### config.mk
export PLATFORM = sky130hd
export DESIGN_NAME = rah_ctrl
export DESIGN_NICKNAME = d
export VERILOG_FILES = /design/src/rah_pkg.sv /design/src/rah_ctrl.sv
export SDC_FILE = /design/constraint.sdc
export NUM_CORES = 1
export LEC_CHECK = 0
export BUFFER_PORTS_ARGS = -buffer_cell sky130_fd_sc_hd__buf_2
export CAP_MARGIN = 20
export CORE_AREA = 2 2 39 41
export CTS_CLUSTER_SIZE = 30
export DETAILED_ROUTE_END_ITERATION = 10
export DIE_AREA = 0 0 41 43
export GPL_TIMING_DRIVEN = 0
export PLACE_DENSITY = 0.59
export SYNTH_ARGS = -nofsm -noshare
export SYNTH_HDL_FRONTEND = slang
export SYNTH_SLANG_ARGS = --single-unit
### constraint.sdc
create_clock -name clk -period 2.4 [get_ports clk]
set_input_delay 0.24 -clock clk [delete_from_list [all_inputs] [get_ports clk]]
set_output_delay 0.24 -clock clk [all_outputs]
set_load 0.005 [all_outputs]
### src/rah_pkg.sv
package rah_pkg;

  localparam int DEF_LOG_SLOTS  = 12;
  localparam int DEF_HASH_SHIFT = 3;

  localparam int KEY_W    = 64;
  localparam int HANDLE_W = 16;
  localparam int SLOT_W   = 12;
  localparam int CFG_W    = 4;
  localparam int ENTRY_W  = 1 + KEY_W + HANDLE_W;

  localparam logic [CFG_W-1:0] CFG_RESET = 4'd12;
  localparam logic [CFG_W-1:0] MIN_LOG   = 4'd2;

  localparam logic [1:0] REQ_CLEAR  = 2'd0;
  localparam logic [1:0] REQ_INSERT = 2'd1;
  localparam logic [1:0] REQ_LOOKUP = 2'd2;

  localparam logic [1:0] STATUS_OK   = 2'd0;
  localparam logic [1:0] STATUS_MISS = 2'd1;
  localparam logic [1:0] STATUS_FULL = 2'd2;

  typedef enum logic [2:0] {
    RES_ZERO,
    RES_SLOT,
    RES_HIT,
    RES_MISS,
    RES_FULL
  } rah_res_t;

  typedef struct packed {
    logic     accept;
    logic     rd_en;
    logic     probe_adv;
    logic     write_entry;
    logic     sweep_wr;
    logic     res_load;
    rah_res_t res_sel;
    logic     out_load;
  } rah_cmd_t;

  typedef struct packed {
    logic used;
    logic key_match;
    logic last_probe;
    logic sweep_last;
    logic out_free;
    logic req_insert;
  } rah_stat_t;

endpackage

### src/rah_ctrl.sv
module rah_ctrl import rah_pkg::*; (
  input  logic      clk,
  input  logic      rst,
  input  logic      in_valid,
  output logic      in_ready,
  input  logic [1:0] req_type,
  input  rah_stat_t stat,
  output rah_cmd_t  cmd
);

  localparam logic [2:0] S_SWEEP_RST = 3'd0;
  localparam logic [2:0] S_IDLE      = 3'd1;
  localparam logic [2:0] S_READ      = 3'd2;
  localparam logic [2:0] S_CHECK     = 3'd3;
  localparam logic [2:0] S_SWEEP_CLR = 3'd4;
  localparam logic [2:0] S_DONE      = 3'd5;

  logic [2:0] state;
  logic [2:0] state_next;

  always_ff @(posedge clk) begin
    if (rst) begin
      state <= S_SWEEP_RST;
    end else begin
      state <= state_next;
    end
  end

  always_comb begin
    state_next = state;
    cmd        = '0;
    cmd.res_sel = RES_ZERO;
    in_ready   = 1'b0;
    unique case (state)
      S_SWEEP_RST: begin
        cmd.sweep_wr = 1'b1;
        if (stat.sweep_last) begin
          state_next = S_IDLE;
        end
      end
      S_IDLE: begin
        in_ready = 1'b1;
        if (in_valid) begin
          cmd.accept = 1'b1;
          case (req_type)
            REQ_CLEAR: state_next = S_SWEEP_CLR;
            REQ_INSERT, REQ_LOOKUP: state_next = S_READ;
            default: begin
              cmd.res_load = 1'b1;
              cmd.res_sel  = RES_ZERO;
              state_next   = S_DONE;
            end
          endcase
        end
      end
      S_READ: begin
        cmd.rd_en  = 1'b1;
        state_next = S_CHECK;
      end
      S_CHECK: begin
        if (stat.req_insert) begin
          if (!stat.used) begin
            cmd.write_entry = 1'b1;
            cmd.res_load    = 1'b1;
            cmd.res_sel     = RES_SLOT;
            state_next      = S_DONE;
          end else if (stat.last_probe) begin
            cmd.res_load = 1'b1;
            cmd.res_sel  = RES_FULL;
            state_next   = S_DONE;
          end else begin
            cmd.probe_adv = 1'b1;
          end
        end else begin
          if (!stat.used) begin
            cmd.res_load = 1'b1;
            cmd.res_sel  = RES_MISS;
            state_next   = S_DONE;
          end else if (stat.key_match) begin
            cmd.res_load = 1'b1;
            cmd.res_sel  = RES_HIT;
            state_next   = S_DONE;
          end else if (stat.last_probe) begin
            cmd.res_load = 1'b1;
            cmd.res_sel  = RES_MISS;
            state_next   = S_DONE;
          end else begin
            cmd.probe_adv = 1'b1;
          end
        end
      end
      S_SWEEP_CLR: begin
        cmd.sweep_wr = 1'b1;
        if (stat.sweep_last) begin
          cmd.res_load = 1'b1;
          cmd.res_sel  = RES_ZERO;
          state_next   = S_DONE;
        end
      end
      S_DONE: begin
        if (stat.out_free) begin
          cmd.out_load = 1'b1;
          state_next   = S_IDLE;
        end
      end
      default: begin
        state_next = S_IDLE;
      end
    endcase
  end

endmodule

* Word-level counts from Yosys, hierarchy flattened
Cells that the tools add are included.
** Storage, ports and cells
- Bits in registers :: 3
- Output and inout bits :: 11
- Word-level logic and storage cells :: 54
** Operators by class
- Eq/ne operators :: 11
- Mux-type cells :: 36
- Reduce and logical (&&, ||, !) cells :: 6
** Operator list (number)
- 4-bit 2-to-1 mux :: 9
- 3-bit 2-to-1 mux :: 9
- 3-bit case mux with 6 select lines :: 1
- 1-bit 2-to-1 mux :: 14
- 4-bit case mux with 3 select lines :: 1
- 2-bit != test, second input constant :: 4
- 3-bit by 2-bit equality test with 1-bit output, second input constant :: 2
- 3-bit equality test, second input constant :: 2
- 3-bit case mux with 2 select lines :: 1
- 4-bit AND reduction :: 1
- 2-bit OR reduction :: 2
- 3-bit by 1-bit equality test with 1-bit output, second input constant :: 1
- 3-bit zero test :: 1
- 3-bit OR reduction :: 1
- 2-bit by 1-bit equality test with 1-bit output, second input constant :: 1
- 2-bit equality test, second input constant :: 1
- 2-bit zero test :: 1
- 2-bit 2-to-1 mux :: 1

* Longest topological paths before layout
- Depth in word-level cells :: 5
- Mapped depth :: 5
- Mapped depth without buffers :: 5

* Least setup slack after synthesis
Ideal clock, no wire load.
- Kind :: reg2out
- Start point :: reg state[2]
- End point :: out cmd[4] (netlist bit)
- Arrival :: 972 ps
- Setup slack :: 1188 ps
- Stages on the path, launching flop included :: 4
- Path buffers :: 0
- Path through :: dfxtp_1 nor3b_1 and2_4 a211o_1
** RTL lines
- start: declaration :: RTL line rah_ctrl.sv:18 : logic [2:0] state;
- start signal: assignment :: RTL line rah_ctrl.sv:25 : state <= state_next;
- end: declaration :: RTL line rah_ctrl.sv:8 : output rah_cmd_t cmd

==> metrics.md <==
| Metric | Value |
|---|---|
| Outcome | `completed` |
| Power Total | `0.188 mW` |
| Yosys warnings | `0` |
| Initial Util | `24.1%` |
| Post-route DRC violation count | `0` |
| Final Routed Wirelength | `828 um` |
| Post_cts resized | `0` |
| Post-Synthesis Net Count | `56` |
| Layout Area Growth over Synthesis | `45.5%` |
| Setup repair bufs after CTS | `0` |
| Core area | `0.00138 mm^2` |
| Number of setup violations in the final report | `0` |
| Setup tns final | `0 ns` |
| CTS H-tree depth | `1` |
| R2r endpoint | `state[1]` |
| Post-DP HPWL | `675 um` |
| Total congestion overflow after global routing | `0` |
| Arrival time at the worst endpoint | `1.41 ns` |
| Cell count after placement | `81` |
| Maximum fanout along the worst path | `9` |
| Final Max Tran Viols | `0` |
| Design area | `484 um^2` |
| Most flops, register | `state` |
| Detailed router's first-iteration violation count | `6` |
| Sequential group share of total power | `29.0%` |
| Unrepaired setup endpoints after global routing | `false` |
| Registers with the most flip-flops | `state (3)` |
| Worst-path cell with the longest stage delay | `dfxtp_1` |
| Power density of the placed cells | `389 mW/mm^2` |
| Total clock buffers created by CTS | `3` |
| Largest net degree at the start of global routing | `11` |
| Ordered list of cells on the worst path | `nor3b_1 > and2_4 > a211o_1 > buf_2` |
| # nets final | `82` |
| Worst Tran Pin Value | `0.283 ns` |
| Number of instances in the synthesized netlist | `44` |
| Worst hold path type | `primary input to flip-flop` |
| Max-slew headroom | `81.1%` |
| Synth area leader | `dfxtp_1` |
| Delay of the slowest cell on the worst path | `0.47 ns` |
| Crit share post-route | `68.7%` |
| Clock tree buffer depth | `2` |
| Antenna Nets Post-Route | `0` |
| Total routing resource utilization after global routing | `11.6%` |
| Data required time at the worst endpoint | `2.16 ns` |
| Critical Path End Type | `output port` |
| Skew final | `0.00171 ns` |
| Number of cells traversed by the worst register-to-register path | `4` |
| Comb pwr share | `24.7%` |
| Flip-flop count of the largest register after layout | `3` |
| Part of the Yosys area used for sequential elements | `18.0%` |
| Cell area after synthesis | `333 um^2` |
| Number of global-route vias before repair | `324` |
| Worst setup SP type | `flip-flop` |
| Flop-to-flop setup slack | `1.21 ns` |
| Top area cells in the synthesized netlist | `dfxtp_1 (18%), nand2b_1 (7.5%), nand3b_1 (6.8%)` |
| Wire length of the first global-routing pass | `1320 um` |
| Number of maximum-capacitance constraint violations | `0` |
| Highest attainable clock frequency | `606 MHz` |
| Number of hold buffers added after cts | `0` |
| Num Clock Sinks | `3` |
| Floorplan row count | `14` |
| Number of fill cells | `159` |
| Post-route setup slack | `0.750 ns` |
| Root buffer selected by CTS | `clkbuf_4` |
| Number of distinct library cells after synthesis | `24` |
| Number of detailed-routing iterations run before antenna repair | `4` |
| Final Hold Vio Count | `0` |
| RD Place Congestion | `0.728` |
| Vias | `391` |
| Overall die area | `0.00176 mm^2` |
| Antenna violations before repair | `0` |
| Final instance count without filler cells | `85` |
| Total cell area at the placement stage | `458 um^2` |
| Worst hold endpoint | `state[2]` |
| Switching share of power | `26.4%` |
| Count of port buffers added during placement | `21` |
| Routed wirelength normalized by instance count | `9.74 um` |
| Fraction of post-synthesis cell area in the top cell type by area | `18.0%` |
| Minimum hold slack | `0.215 ns` |
| Routed vias/inst | `4.60` |
| Switching power | `0.0496 mW` |
| Critical setup path kind | `flip-flop to output port` |
| Share of post-route cells with drive strength above 1 | `43.5%` |
| Clock slew at reported path FFs | `0.03 ns` |
| Origin of the worst min-delay path | `rst` |
| Count of state elements after synthesis | `3` |
| Final critical delay including setup and external delays | `1.65 ns` |
| CTS tree | `yes` |
| Leakage power summed over all cells | `0.241 nW` |
| Number of stages on the worst hold path | `2` |
| Ant diodes | `0` |
| Die Wd | `41 um` |
| Final Util | `35.0%` |
| Internal power of the cells | `0.139 mW` |
| Worst VDD drop | `0.226 mV` |
| Source of the worst register-to-register timing path | `state[2]` |
| Vert. Die Dim | `43 um` |
| Clock insertion delay at the later pin of the skew report | `0.23 ns` |
| Clock share of power | `46.3%` |
| I/O pin cnt | `22` |
| Average cell area after synthesis | `7.56 um^2` |
| Placement-stage worst setup slack | `1.01 ns` |
layout make-up:
cell class | instances | area [um^2] | area share (%)
buffer | 2 | 18.8 | 3.88
clock buffer | 4 | 26.3 | 5.43
inverter | 2 | 7.51 | 1.55
multi-input combinational | 37 | 246 | 50.9
sequential | 3 | 60.1 | 12.4
tap | 16 | 20.0 | 4.13
timing repair buffer | 21 | 105 | 21.7
cells in the final DEF, fill, tap and decap left out:
master,count
clkbuf_1,1
nor4b_1,1
nor3b_1,3
buf_2,21
buf_6,1
o22ai_1,1
and4_4,1
a31oi_2,1
nand3b_1,3
dfxtp_1,3
nand2_1,3
inv_1,2
nor2_1,6
a211oi_1,1
clkbuf_4,3
and2_4,1
nor2b_1,1
buf_4,1
or3_1,1
a21oi_1,4
a211o_1,1
ha_1,1
o31ai_1,1
and3b_1,1
nor3b_2,1
nand2b_1,4
nor3_1,1
synthesized netlist by cell type:
cell / number
nor2_1: 6
a21oi_1: 4
nand2b_1: 4
dfxtp_1: 3
nand2_1: 3
nand3b_1: 3
nor3b_1: 3
inv_1: 2
a211o_1: 1
a211oi_1: 1
a31oi_2: 1
and2_4: 1
and3b_1: 1
and4_4: 1
buf_4: 1
buf_6: 1
ha_1: 1
nor2b_1: 1
nor3_1: 1
nor3b_2: 1
nor4b_1: 1
o22ai_1: 1
o31ai_1: 1
or3_1: 1
power groups by stage:
stage / clock network (mW) / logic, mW / registers [mW]
3_3_place_gp: 0 / 0.0463 / 0.0552
2_1_floorplan: 0 / 0.0274 / 0.0546
4_1_cts: 0.0909 / 0.0471 / 0.0545
6_report: 0.0871 / 0.0465 / 0.0546
3_5_place_dp: 0 / 0.0469 / 0.0553
5_1_grt: 0.0989 / 0.0521 / 0.0550
cell families (layout without fill, tap and decap cells):
logic type / after synthesis / after routing / synth area share [%]
compound gates: 9 / 9 / 18.8
fa+ha+maj: 1 / 1 / 3.76
buf+inv: 4 / 29 / 7.90
flops: 3 / 3 / 18.0
simple gates: 27 / 27 / 51.5
worst max path at each step:
stage	slack (ns)	start	cells past startpoint	end
global placement	1.0	state[2]	4	cmd[4]
finish	0.75	state[2]	4	cmd[4]
global route	0.65	state[0]	5	cmd[2]
detailed placement	1.01	state[2]	4	cmd[4]
CTS	0.75	state[2]	4	cmd[4]
floorplan	1.19	state[2]	3	cmd[4]
routing by layer:
| layer | track usage [%] | vias to the layer above | share of wire, % |
|---|---|---|---|
| li1 | - | 208 | - |
| met1 | 14.7 | 164 | 46 |
| met2 | 14.4 | 19 | 44 |
| met3 | 6.28 | 0 | 9.5 |
| met4 | 8.00 | 0 | 0 |
| met5 | 0 | - | 0 |
critical path, delay by kind of cell (launching register included):
family | cells | cell delay, ns
and+or+nand+nor | 2 | 0.30
AOI/OAI and AO/OA | 1 | 0.28
buffers and inverters | 1 | 0.12
DFF | 1 | 0.47
Power figures use the tool's default switching activity.
